$ cat config.mk
export PLATFORM = sky130hd
export DESIGN_NAME = utf16le_line_codepoint_filter
export DESIGN_NICKNAME = d
export VERILOG_FILES = /design/src/rtl/core/u16f_pkg.sv /design/src/rtl/core/u16f_cfg_regs.sv /design/src/rtl/core/u16f_in_stage.sv /design/src/rtl/core/u16f_decode.sv /design/src/rtl/core/u16f_out_stage.sv /design/src/rtl/core/utf16le_line_codepoint_filter.sv
export SDC_FILE = /design/constraint.sdc
export NUM_CORES = 1
export LEC_CHECK = 0
export ABC_AREA = 1
export BUFFER_PORTS_ARGS = -buffer_cell sky130_fd_sc_hd__buf_2
export CAP_MARGIN = 15
export CORE_AREA = 5 5 120 93
export DETAILED_ROUTE_END_ITERATION = 8
export DIE_AREA = 0 0 125 98
export PLACE_DENSITY_LB_ADDON = 0.15
export SETUP_SLACK_MARGIN = 0.3
export SLEW_MARGIN = 20
export SYNTH_ARGS = -nofsm -noshare
export SYNTH_HDL_FRONTEND = slang
export SYNTH_SLANG_ARGS = --single-unit
export TNS_END_PERCENT = 10
$ cat constraint.sdc
create_clock -name clk -period 9.6 [get_ports clk]
set_input_delay 0.48 -clock clk [delete_from_list [all_inputs] [get_ports clk]]
set_output_delay 0.48 -clock clk [all_outputs]
set_load 0.05 [all_outputs]
$ cat src/rtl/core/u16f_pkg.sv
// Types, constants and code unit values for the UTF-16 code point filter.
package u16f_pkg;

  localparam int unsigned UNIT_W  = 16;
  localparam int unsigned CP_W    = 21;
  localparam int unsigned CNT_W   = 11;
  localparam int unsigned SURR_W  = 10;

  // Hard ceiling on the per-string code point limit.
  localparam int unsigned LIMIT_MAX = 1024;
  localparam logic [CNT_W-1:0] LIM_CAP =
    (LIMIT_MAX >= (1 << CNT_W) - 1) ? {CNT_W{1'b1}} : CNT_W'(LIMIT_MAX);

  localparam logic [CNT_W-1:0] MAX_CP_RESET = CNT_W'(256);

  // Register index, taken from paddr[2].
  localparam logic REG_MAX_CODEPOINTS = 1'b0;

  // Code unit values.
  localparam logic [UNIT_W-1:0] CU_NUL      = 16'h0000;
  localparam logic [UNIT_W-1:0] CU_LF       = 16'h000a;
  localparam logic [UNIT_W-1:0] CU_CR       = 16'h000d;
  localparam logic [UNIT_W-1:0] CU_SPACE    = 16'h0020;
  localparam logic [UNIT_W-1:0] CU_DEL      = 16'h007f;
  localparam logic [UNIT_W-1:0] CU_C1_LO    = 16'h0080;
  localparam logic [UNIT_W-1:0] CU_C1_HI    = 16'h009f;
  localparam logic [5:0]        SURR_HI_TAG = 6'b110110;
  localparam logic [5:0]        SURR_LO_TAG = 6'b110111;
  localparam logic [CP_W-1:0]   SUPP_BASE   = 21'h10000;

  typedef struct packed {
    logic              last;
    logic [UNIT_W-1:0] unit;
  } item_t;

  typedef struct packed {
    logic             has_char;
    logic [CP_W-1:0]  cp;
    logic             done;
    logic [CNT_W-1:0] count;
  } result_t;

endpackage

$ cat src/rtl/core/u16f_cfg_regs.sv
// APB-style configuration register holding the code point limit.
module u16f_cfg_regs
  import u16f_pkg::*;
(
  input  logic             clk,
  input  logic             rst_n,
  input  logic             cfg_psel,
  input  logic             cfg_penable,
  input  logic             cfg_pwrite,
  input  logic [2:0]       cfg_paddr,
  input  logic [31:0]      cfg_pwdata,
  output logic [31:0]      cfg_prdata,
  output logic             cfg_pready,
  output logic [CNT_W-1:0] max_cp
);

  logic [CNT_W-1:0] max_cp_r;
  logic             wr_en;

  assign cfg_pready = 1'b1;
  assign wr_en = cfg_psel && cfg_penable && cfg_pwrite && cfg_pready
                 && (cfg_paddr[2] == REG_MAX_CODEPOINTS);

  // Write the limit register.
  always_ff @(posedge clk) begin
    if (!rst_n) begin
      max_cp_r <= MAX_CP_RESET;
    end else if (wr_en) begin
      max_cp_r <= cfg_pwdata[CNT_W-1:0];
    end
  end

  // Return the register value, zero elsewhere.
  always_comb begin
    cfg_prdata = '0;
    if (cfg_paddr[2] == REG_MAX_CODEPOINTS) begin
      cfg_prdata = {{(32 - CNT_W){1'b0}}, max_cp_r};
    end
  end

  assign max_cp = max_cp_r;

endmodule

$ cat src/rtl/core/u16f_in_stage.sv
// Input register for the code unit stream.
module u16f_in_stage
  import u16f_pkg::*;
(
  input  logic  clk,
  input  logic  rst_n,
  input  logic  load,
  input  logic  advance,
  input  item_t item_in,
  output logic  valid,
  output item_t item_out
);

  logic  valid_r;
  item_t item_r;

  // Track occupancy: fill on load, empty when the item moves on.
  always_ff @(posedge clk) begin
    if (!rst_n) begin
      valid_r <= 1'b0;
    end else if (load) begin
      valid_r <= 1'b1;
    end else if (advance) begin
      valid_r <= 1'b0;
    end
  end

  // Capture the payload.
  always_ff @(posedge clk) begin
    if (load) begin
      item_r <= item_in;
    end
  end

  assign valid    = valid_r;
  assign item_out = item_r;

endmodule

$ cat src/rtl/core/u16f_decode.sv
// Per-string state and single-pass decode of one code unit.
module u16f_decode
  import u16f_pkg::*;
(
  input  logic             clk,
  input  logic             rst_n,
  input  logic             step,
  input  item_t            item,
  input  logic [CNT_W-1:0] max_cp,
  output logic             res_valid,
  output result_t          res
);

  logic [SURR_W-1:0] held_r, held_nxt;
  logic              pend_r, pend_nxt;
  logic [CNT_W-1:0]  cnt_r, cnt_nxt;
  logic              stop_r, stop_nxt;

  logic [CNT_W-1:0]  lim;
  logic [CNT_W-1:0]  cnt_inc;
  logic              lim_hit, is_term, is_hi, is_lo, is_ctrl;
  logic              emit, done;
  logic [CP_W-1:0]   cp;

  // Clamp the configured limit.
  assign lim = (max_cp > LIM_CAP) ? LIM_CAP : max_cp;

  // Classify the unit.
  assign lim_hit = (cnt_r >= lim);
  assign is_term = (item.unit == CU_NUL) || (item.unit == CU_CR) || (item.unit == CU_LF);
  assign is_hi   = (item.unit[15:10] == SURR_HI_TAG);
  assign is_lo   = (item.unit[15:10] == SURR_LO_TAG);
  assign is_ctrl = (item.unit < CU_SPACE) || (item.unit == CU_DEL)
                   || ((item.unit >= CU_C1_LO) && (item.unit <= CU_C1_HI));

  // Decide emission and form the code point.
  always_comb begin
    emit = 1'b0;
    cp   = '0;
    if (!lim_hit && !is_term && !is_hi) begin
      if (is_lo) begin
        emit = pend_r;
        cp   = SUPP_BASE + {1'b0, held_r, item.unit[SURR_W-1:0]};
      end else begin
        emit = !is_ctrl;
        cp   = {{(CP_W - UNIT_W){1'b0}}, item.unit};
      end
    end
  end

  assign cnt_inc   = cnt_r + {{(CNT_W - 1){1'b0}}, emit};
  assign done      = lim_hit || (!lim_hit && is_term) || (emit && (cnt_inc >= lim))
                     || item.last;
  assign res_valid = step && !stop_r && (emit || done);

  // Pack the result.
  always_comb begin
    res.has_char = emit;
    res.cp       = emit ? cp : '0;
    res.done     = done;
    res.count    = cnt_inc;
  end

  // Next string state.
  always_comb begin
    held_nxt = held_r;
    pend_nxt = pend_r;
    cnt_nxt  = cnt_r;
    stop_nxt = stop_r;
    if (step) begin
      if (item.last) begin
        held_nxt = '0;
        pend_nxt = 1'b0;
        cnt_nxt  = '0;
        stop_nxt = 1'b0;
      end else if (!stop_r) begin
        cnt_nxt = cnt_inc;
        if (done) begin
          stop_nxt = 1'b1;
          pend_nxt = 1'b0;
          held_nxt = '0;
        end else if (is_hi) begin
          pend_nxt = 1'b1;
          held_nxt = item.unit[SURR_W-1:0];
        end else begin
          pend_nxt = 1'b0;
          held_nxt = '0;
        end
      end
    end
  end

  // Hold the string state.
  always_ff @(posedge clk) begin
    if (!rst_n) begin
      held_r <= '0;
      pend_r <= 1'b0;
      cnt_r  <= '0;
      stop_r <= 1'b0;
    end else begin
      held_r <= held_nxt;
      pend_r <= pend_nxt;
      cnt_r  <= cnt_nxt;
      stop_r <= stop_nxt;
    end
  end

endmodule

$ cat src/rtl/core/u16f_out_stage.sv
// Result register driving the output stream.
module u16f_out_stage
  import u16f_pkg::*;
(
  input  logic    clk,
  input  logic    rst_n,
  input  logic    load,
  input  result_t res_in,
  input  logic    taken,
  output logic    valid,
  output result_t res_out
);

  logic    valid_r;
  result_t res_r;

  // Fill on load, drop once the consumer takes the transaction.
  always_ff @(posedge clk) begin
    if (!rst_n) begin
      valid_r <= 1'b0;
    end else if (load) begin
      valid_r <= 1'b1;
    end else if (taken) begin
      valid_r <= 1'b0;
    end
  end

  // Capture the payload.
  always_ff @(posedge clk) begin
    if (load) begin
      res_r <= res_in;
    end
  end

  assign valid   = valid_r;
  assign res_out = res_r;

endmodule

$ cat src/rtl/core/utf16le_line_codepoint_filter.sv
// An accepted code unit is held in the input register and, when it moves on, its result
// (if it yields one) is written to the result register that drives the result stream.
// Throughput: one code unit per cycle when the result stream is not stalled, set by the
// single decode pass that sits between the input register and the result register.
// The input register accepts a new unit when it is empty or its item moves on that cycle.
// Reset (synchronous, rst_n low) empties both registers, clears the string state
// and sets max_codepoints to 256.
module utf16le_line_codepoint_filter
  import u16f_pkg::*;
(
  input  logic        clk,
  input  logic        rst_n,
  // Input stream.
  input  logic        in_tvalid,
  output logic        in_tready,
  input  logic [15:0] in_tdata,   // [15:0] code_unit
  input  logic        in_tlast,   // last_unit
  // Result stream.
  output logic        out_tvalid,
  input  logic        out_tready,
  output logic [31:0] out_tdata,  // [20:0] codepoint, [31:21] total_count
  output logic        out_tuser,  // has_char
  output logic        out_tlast,  // done_res
  // Configuration port.
  input  logic        cfg_psel,
  input  logic        cfg_penable,
  input  logic        cfg_pwrite,
  input  logic [2:0]  cfg_paddr,
  input  logic [31:0] cfg_pwdata,
  output logic [31:0] cfg_prdata,
  output logic        cfg_pready
);

  logic             in_valid, advance, res_valid;
  item_t            item_in, item_q;
  result_t          res, res_q;
  logic [CNT_W-1:0] max_cp;

  u16f_cfg_regs u_cfg (
    .clk         (clk),
    .rst_n       (rst_n),
    .cfg_psel    (cfg_psel),
    .cfg_penable (cfg_penable),
    .cfg_pwrite  (cfg_pwrite),
    .cfg_paddr   (cfg_paddr),
    .cfg_pwdata  (cfg_pwdata),
    .cfg_prdata  (cfg_prdata),
    .cfg_pready  (cfg_pready),
    .max_cp      (max_cp)
  );

  // Move the held unit on when the result register is free or being drained.
  assign advance   = in_valid && (!out_tvalid || out_tready);
  assign in_tready = !in_valid || advance;

  assign item_in = {in_tlast, in_tdata};

  u16f_in_stage u_in (
    .clk      (clk),
    .rst_n    (rst_n),
    .load     (in_tvalid && in_tready),
    .advance  (advance),
    .item_in  (item_in),
    .valid    (in_valid),
    .item_out (item_q)
  );

  u16f_decode u_dec (
    .clk       (clk),
    .rst_n     (rst_n),
    .step      (advance),
    .item      (item_q),
    .max_cp    (max_cp),
    .res_valid (res_valid),
    .res       (res)
  );

  u16f_out_stage u_out (
    .clk     (clk),
    .rst_n   (rst_n),
    .load    (res_valid),
    .res_in  (res),
    .taken   (out_tready),
    .valid   (out_tvalid),
    .res_out (res_q)
  );

  assign out_tdata = {res_q.count, res_q.cp};
  assign out_tuser = res_q.has_char;
  assign out_tlast = res_q.done;

endmodule

==> flow_summary.toml, run 1 <==
[outcome]
status = "finished clean"

[sta]
relSlewSlack_pct = 46.3
fin_setup_tns_ns = 0
clock.fmax_ghz = 0.177
post-route-min-period_ns = 5.65
hold_viol = 0
fin_crit_sh_pct = 58.8
slew_viol_final = 0
worst_slack_ns = 3.95
tightest_slew_ns = 0.805
finClkSkew_ns = 0.00668
grt_setup_unrepaired = "false"
setup_violations = 0

[critical_path]
worstPathArrival_ns = 5.66
crit_required_ns = 9.61
r2r-end = "u_out.res_out[17]"
crit_top_cell = "nand2_1"
rr_worst_depth = 29
critPathKind = "flop to flop"
critPathSlowestCell = "inv_1"
worstSetupEndpoint = "u_out.res_out[17]"
crit_path_end_kind = "flop"
critPathLaunch = "u_cfg.max_cp[2]"
worstPathMaxFanout = 22
critPathLaunchType = "flop"
ff2ff_setup_slack_ns = 3.95
rr_startpoint = "u_cfg.max_cp[2]"
slowest_delay_ns = 0.43

[power_and_ir_drop]
power_mw = 0.897
clockPowerShare_pct = 39.0
p_per_area_nw_per_um2 = 177
power.switching_mw = 0.253
vdd_drop_max_mv = 0.107
internal_power_mw = 0.644
p_comb_share_pct = 14.1
p_leak_nw = 2.32
p_seq_share_pct = 46.9
switching_share_pct = 28.2

[place]
dp_hpwl_mm = 7.01
gp_congestion = 0.801
dp_slack_ns = 3.92
port_buffers = 82
dp_cells = 694

[yosys]
ys.flop_type = "edfxtp_1"
yosysWarnings = 0
ys_types = 34
postSynth.asyncResetShare_pct = 0
yosysSeqAreaShare_pct = 52.2
synth_area_um2 = 4310
synth_seq_cells = 87
synth_cells = 487
synth_edf_count = 51
synth.avg_cell_area_um2 = 8.85

[grt]
grt_use_total_pct = 15.6
grt_pass1_vias = 3171
grt_overflow = 0
grt_max_degree = 25
antenna_found_initial = 0
grt_pass1_wl_mm = 15.6

[layout]
drive_gt1_share_pct = 19.2
fillers = 932
layout_commonest_cell = "nand2_1"
syn2layout_area_growth_pct = 17.5
seq_area_um2 = 2250
layout.nets = 653
fin_cells = 710
multi_input_area_um2 = 1680
diodes = 0
layout_common_cells = "nand2_1 (104), buf_2 (82), inv_1 (62), nor2_1 (59), edfxtp_1 (51)"
final_util_pct = 50.8

[clocking]
cts_hold_buf = 0
path_clk_slew_ns = 0.07
numCtsBuffers = 9
cts_num_sinks = 87
htree_levels = 3
cts_tree = "done"
cts_resized = 0
cts_buffer_depth = 2
root_buffer = "clkbuf_16"
postCtsSetupBuffers = 0
clk_latency_ns = 0.33

[routing]
first_pass_iters = 4
via_count = 3254
ant_nets = 0
via_per_inst = 4.58
drc = 0
wire_per_inst_um = 13.0
drt-total-wl_mm = 9.24
drtIter0Drc = 242

[floorplan]
rows = 32
num_io_pins = 128
die_height_um = 98
die_w_um = 125
start_util_pct = 43.2
dieArea_um2 = 12300
core-area_um2 = 9970

[hold_path]
holdCritStartpoint = "in_tdata[0]"
hp-class = "input pin to flop"

[flow_run]
drv_cap = 0
-- power groups by stage --
stage	Clock, mW	Combinational, mW	Sequential, mW
floorplan	0	0.0722	0.458
global placement	0	0.125	0.428
detailed placement	0	0.127	0.429
CTS	0.356	0.128	0.421
global route	0.374	0.138	0.422
finish	0.350	0.127	0.421
-- synth_stat cells (9+ instances only) --
cell type / instances / area, um2
a21oi_1: 42 / 210
inv_1: 62 / 233
buf_4: 22 / 165
nand2_1: 104 / 390
dfxtp_1: 36 / 721
nor2_1: 59 / 221
edfxtp_1: 51 / 1530
nand3_1: 10 / 50.1
clkbuf_1: 9 / 33.8
o21ai_0: 17 / 85.1
ha_1: 25 / 313
-- registers in the layout, indices dropped and copies added (netlist names) --
register / cells
u_cfg.max_cp: 11
u_out.valid: 1
u_in.valid: 1
u_dec.cnt_r: 11
u_dec.held_r: 10
u_out.res_out: 34
u_dec.pend_r: 1
u_dec.stop_r: 1
u_in.item_out: 17
-- cell families after synthesis --
logic type,after synthesis,synth area share [%]
flops,87,52.2
other cells,2,0.174
xor+xnor,9,1.83
compound gates,67,8.24
buf+inv,97,10.6
simple gates,200,19.7
fa+ha+maj,25,7.26
-- metrics by stage --
stage	cell area, um2	hold WS, ns
final	5060	0.315
after global routing	5060	0.306
after CTS	5060	0.309
after detailed placement	4770	0.458
after floorplan	4390	0.442
after global placement	4770	0.451
-- layout make-up --
cell class                 count  share of cell area [%]
multi-input combinational    323                    33.1
tap                          136                    3.36
timing repair buffer          84                    8.40
inverter                      64                    4.74
clock inverter                 6                    1.38
sequential                    87                    44.5
clock buffer                  10                    4.52
-- how the worst min path moves through the flow --
stage,end,slack (ns),cells after the start
6_report,u_in.item_out[0],0.32,1
5_1_grt,u_in.item_out[2],0.31,1
4_1_cts,u_in.item_out[0],0.31,1
3_5_place_dp,u_dec.held_r[3],0.46,2
3_3_place_gp,u_dec.held_r[5],0.45,2
2_1_floorplan,u_dec.held_r[2],0.44,2
-- layer usage --
metal	share of wire (%)	track usage, %	vias to the layer above
li1	-	-	1711
met1	51	23.2	1450
met2	42	23.3	87
met3	6.2	4.05	6
met4	0.56	3.00	0
met5	0	0	-
-- worst max-delay path, delay by kind of cell, from the launching register on --
family	cells	cell delay (ns)
xor+xnor	1	0.19
flops	1	0.31
compound gates	1	0.10
fa+ha+maj	3	0.91
buf+inv	4	1.11
simple gates	20	2.66
No activity file was read; power rests on OpenSTA's default activity.
==> run 2, diff against run 1 <==
- clock period: 9.6 -> 4.95 ns (I/O delays scaled with it)
==> flow_summary.toml, run 2 (synthesis results as in run 1) <==
[outcome]
status = "finished clean"

[floorplan]
start_util_pct = 43.2
rows = 32
core-area_um2 = 9970
die_w_um = 125
num_io_pins = 128
dieArea_um2 = 12300
die_height_um = 98

[clocking]
htree_levels = 3
clk_latency_ns = 0.34
cts_tree = "done"
numCtsBuffers = 9
root_buffer = "clkbuf_16"
cts_num_sinks = 87
cts_buffer_depth = 2
cts_hold_buf = 0
path_clk_slew_ns = 0.07

[critical_path]
crit_top_cell = "buf_4"
r2r-end = "u_out.res_out[33]"
critPathKind = "flop to flop"
worstPathArrival_ns = 4.78
crit_required_ns = 5.01
critPathLaunchType = "flop"
crit_path_end_kind = "flop"
critPathSlowestCell = "dfxtp_1"
rr_startpoint = "u_cfg.max_cp[6]"
slowest_delay_ns = 0.37
worstPathMaxFanout = 6
rr_worst_depth = 35
ff2ff_setup_slack_ns = 0.23
cp_num_buf_inv = 23
crit_family = "buffers and inverters"

[sta]
fin_setup_tns_ns = 0
post-route-min-period_ns = 4.72
fin_crit_sh_pct = 95.3
worst_slack_ns = 0.231
hold_slack_ns = 0.0835
finClkSkew_ns = 0.00787
hold_viol = 0
slew_viol_final = 0
clock.fmax_ghz = 0.212
grt_setup_unrepaired = "true"
tightest_slew_ns = 0.803
setup_violations = 0
relSlewSlack_pct = 46.4

[layout]
multi_input_area_um2 = 1980
design_area_um2 = 5920
drive_gt1_share_pct = 34.2
diodes = 0
final_util_pct = 59.3
largest_register_ffs = 34
layout_commonest_cell = "nand2_1"
syn2layout_area_growth_pct = 37.2
seq_area_um2 = 2260
fin_cells = 765
layout.nets = 708
layout_common_cells = "nand2_1 (90), buf_2 (82), nor2_1 (57), inv_1 (54), edfxtp_1 (51)"
fillers = 812

[routing]
ant_nets = 0
first_pass_iters = 5
drc = 0
via_count = 3657
via_per_inst = 4.78
drt-total-wl_mm = 10.9
drtIter0Drc = 271
wire_per_inst_um = 14.3

[place]
dp_hpwl_mm = 7.11
placed_area_um2 = 4890
dp_cells = 705
dp_slack_ns = 0.0854
gp_congestion = 0.815
port_buffers = 82

[grt]
grt_pass1_wl_mm = 17.5
grt_use_total_pct = 17.6
antenna_found_initial = 0
grt_overflow = 0
grt_pass1_vias = 3527
grt_max_degree = 25

[hold_path]
holdCritStartpoint = "in_tdata[5]"
hp-class = "input pin to flop"
hold_end = "u_in.item_out[5]"
hold_path_depth = 1

[flow_run]
drv_cap = 0

[power_and_ir_drop]
p_leak_nw = 2.66
p_per_area_nw_per_um2 = 308
vdd_drop_max_mv = 0.220
power_mw = 1.82
[run 2: cell count changes in the layout (fill, tap and decap cells not counted), sizes merged]
cell    change
clkbuf      +1
inv         +1
nor2        +1
buf        +53
clkinv      -1
[run 2: worst max-delay path by stage]
| stage | start | to | slack [ns] | depth (start not counted) |
|---|---|---|---|---|
| after floorplan | u_cfg.max_cp[4] | u_out.res_out[0] | 0.32 | 28 |
| after global placement | u_cfg.max_cp[2] | u_out.res_out[17] | 0.17 | 28 |
| after detailed placement | u_cfg.max_cp[2] | u_out.res_out[17] | 0.09 | 29 |
| after CTS | u_cfg.max_cp[1] | u_out.res_out[17] | 0.21 | 31 |
| after global routing | u_cfg.max_cp[2] | u_out.res_out[33] | -0.03 | 31 |
| final | u_cfg.max_cp[6] | u_out.res_out[33] | 0.23 | 35 |
[run 2: timing repair]
action,in CTS,in global routing
endpoints found under the setup margin,45,48
hold endpoints to repair,0,0
resized for setup,40,24
buffers inserted,33,7
pin swaps,11,18
gates cloned,3,1
[run 2: worst register-to-register path, delay by kind of cell (launching register included)]
family	cells	cell delay, ns
buffers and inverters	23	2.74
AND/OR/NAND/NOR	10	0.96
flip-flops	1	0.37
adder cells (fa/ha/maj)	1	0.26
AO/OA/AOI/OAI	1	0.13
[run 2: power breakdown]
group / total, mW / switching, mW / internal, mW
Sequential: 0.816 / 0.0142 / 0.802
Combinational: 0.308 / 0.212 / 0.0955
Clock: 0.698 / 0.298 / 0.400
Total: 1.82 / 0.524 / 1.30
[run 2: cell type report]
| class | count | share of cell area (%) |
|---|---|---|
| Sequential cell | 87 | 38.2 |
| Timing Repair Buffer | 138 | 16.2 |
| Clock inverter | 6 | 1.31 |
| Multi-Input combinational cell | 324 | 33.5 |
| Tap cell | 136 | 2.88 |
| Clock buffer | 10 | 3.87 |
| Inverter | 64 | 4.06 |
[run 2: layer usage]
metal  vias up  GRT usage (%)  routed length, um
met5         -              0                  0
met4         0           4.33                189
met3        17           4.48                695
met2       121           26.6               4770
met1      1696           25.4               5260
li1       1823              -                  -
==> run 3, diff against run 2 <==
- ABC_CLOCK_PERIOD_IN_PS: not set -> 4950
- PLACE_DENSITY: not set -> 0.76
- PLACE_DENSITY_LB_ADDON: 0.15 -> not set
==> flow_summary.toml, run 3 (synthesis results as in run 1) <==
[routing]
drc = 0
wire_per_inst_um = 15.1
first_pass_iters = 5
via_per_inst = 5.01
via_count = 3669
ant_nets = 0
drtIter0Drc = 353
drt-total-wl_mm = 11.0

[grt]
grt_use_total_pct = 17.4
top_usage_layer = "met2"
grt_pass1_vias = 3647
grt_use_met3_pct = 3.99
grt_max_degree = 25
use_met1_pct = 22.0
use_met2_pct = 28.8
grt_overflow = 0
grt_pass1_wl_mm = 17.2
antenna_found_initial = 0

[layout]
largest_register_ffs = 34
final_util_pct = 55.8
layout_commonest_cell = "nand2_1"
layout_common_cells = "nand2_1 (92), buf_2 (82), nor2_1 (58), inv_1 (54), edfxtp_1 (51)"
fin_cells = 732
syn2layout_area_growth_pct = 29.1
layout.nets = 675
fillers = 788
seq_area_um2 = 2260
design_area_um2 = 5570
multi_input_area_um2 = 1930
drive_gt1_share_pct = 30.0
diodes = 0

[critical_path]
ff2ff_setup_slack_ns = 0.24
r2r-end = "u_out.res_out[11]"
rr_startpoint = "u_cfg.max_cp[3]"
worstPathArrival_ns = 4.77
critPathLaunchType = "flop"
critPathKind = "flop to flop"
critPathLaunch = "u_cfg.max_cp[3]"
worstPathMaxFanout = 8
slowest_delay_ns = 0.35
crit_top_cell = "nand4_1"
crit_required_ns = 5.01
critPathSlowestCell = "ha_1"
rr_worst_depth = 29
crit_path_end_kind = "flop"

[place]
placed_area_um2 = 4840
dp_hpwl_mm = 7.42
dp_cells = 700
gp_congestion = 0.881
port_buffers = 82

[outcome]
status = "finished clean"

[floorplan]
die_height_um = 98
start_util_pct = 43.2
rows = 32
core-area_um2 = 9970
dieArea_um2 = 12300
die_w_um = 125
num_io_pins = 128

[sta]
clock.fmax_ghz = 0.212
relSlewSlack_pct = 41.1
setup_violations = 0
hold_viol = 0
post-route-min-period_ns = 4.71
slew_viol_final = 0
fin_setup_tns_ns = 0
finClkSkew_ns = 0.00889
grt_setup_unrepaired = "true"
fin_crit_sh_pct = 95.1
tightest_slew_ns = 0.880

[clocking]
cts_num_sinks = 87
cts_tree = "done"
numCtsBuffers = 9
cts_hold_buf = 0
root_buffer = "clkbuf_16"
path_clk_slew_ns = 0.07
clk_latency_ns = 0.34
htree_levels = 3
cts_buffer_depth = 2

[hold_path]
hp-class = "input pin to flop"
hold_end = "u_in.item_out[3]"
hold_path_depth = 1
holdCritStartpoint = "in_tdata[3]"

[power_and_ir_drop]
p_leak_nw = 2.50
vdd_drop_max_mv = 0.185
p_per_area_nw_per_um2 = 321

[flow_run]
drv_cap = 0
==> run 3: cell count changes in the layout (fill, tap and decap cells not counted), moves of 3 or more <==
| cell | change |
|---|---|
| buf_4 | -28 |
| ha_4 | -3 |
| nand2_2 | -4 |
| ha_1 | +3 |
| nand2_4 | +3 |
==> run 3: metrics by stage <==
stage	hold WS [ns]	setup WS, ns	power, mW
detailed placement	0.426	-0.0538	1.08
CTS	0.0690	0.211	1.78
floorplan	0.346	0.321	1.03
global route	0.0640	0.0557	1.85
finish	0.0744	0.241	1.79
global placement	0.426	0.176	1.08
==> run 3: routing by layer <==
layer	vias to the layer above	part of all wire [%]
li1	1751	-
met1	1712	42
met2	174	47
met3	32	7.6
met4	0	3.0
met5	-	0
==> run 3: where the power goes <==
part | internal [mW] | switching [mW] | total (mW) | leakage, nW
Sequential | 0.802 | 0.0160 | 0.818 | 0.776
Clock | 0.396 | 0.289 | 0.685 | 0.149
Combinational | 0.0766 | 0.205 | 0.282 | 1.58
Total | 1.27 | 0.510 | 1.79 | 2.50
==> run 3: cell type report <==
cell class / instances / share of cell area, %
Tap cell: 136 / 3.06
Timing Repair Buffer: 106 / 11.9
Sequential cell: 87 / 40.6
Inverter: 64 / 4.45
Multi-Input combinational cell: 323 / 34.7
Clock inverter: 6 / 1.24
Clock buffer: 10 / 4.11
==> run 3: worst max-delay path by stage <==
stage / endpoint / slack (ns) / depth (start not counted)
after floorplan: u_out.res_out[0] / 0.32 / 28
after global routing: u_out.res_out[11] / 0.06 / 31
after detailed placement: u_dec.held_r[3] / -0.05 / 29
after global placement: u_out.res_out[2] / 0.18 / 28
final: u_out.res_out[11] / 0.24 / 29
after CTS: u_out.res_out[11] / 0.21 / 29
==> run 3: worst max-delay path, delay by kind of cell (launching register included) <==
family	cells	cell delay (ns)
compound gates	2	0.43
xor+xnor	1	0.19
fa+ha+maj	4	1.01
buf+inv	5	0.71
flops	1	0.34
simple gates	17	1.73
==> run 3: timing repair <==
| item | in CTS | in global routing |
|---|---|---|
| endpoints found under the setup margin | 48 | 48 |
| pin swaps | 17 | 10 |
| buffers inserted | 13 | 2 |
| gates cloned | 1 | 0 |
| gates resized for setup | 50 | 11 |
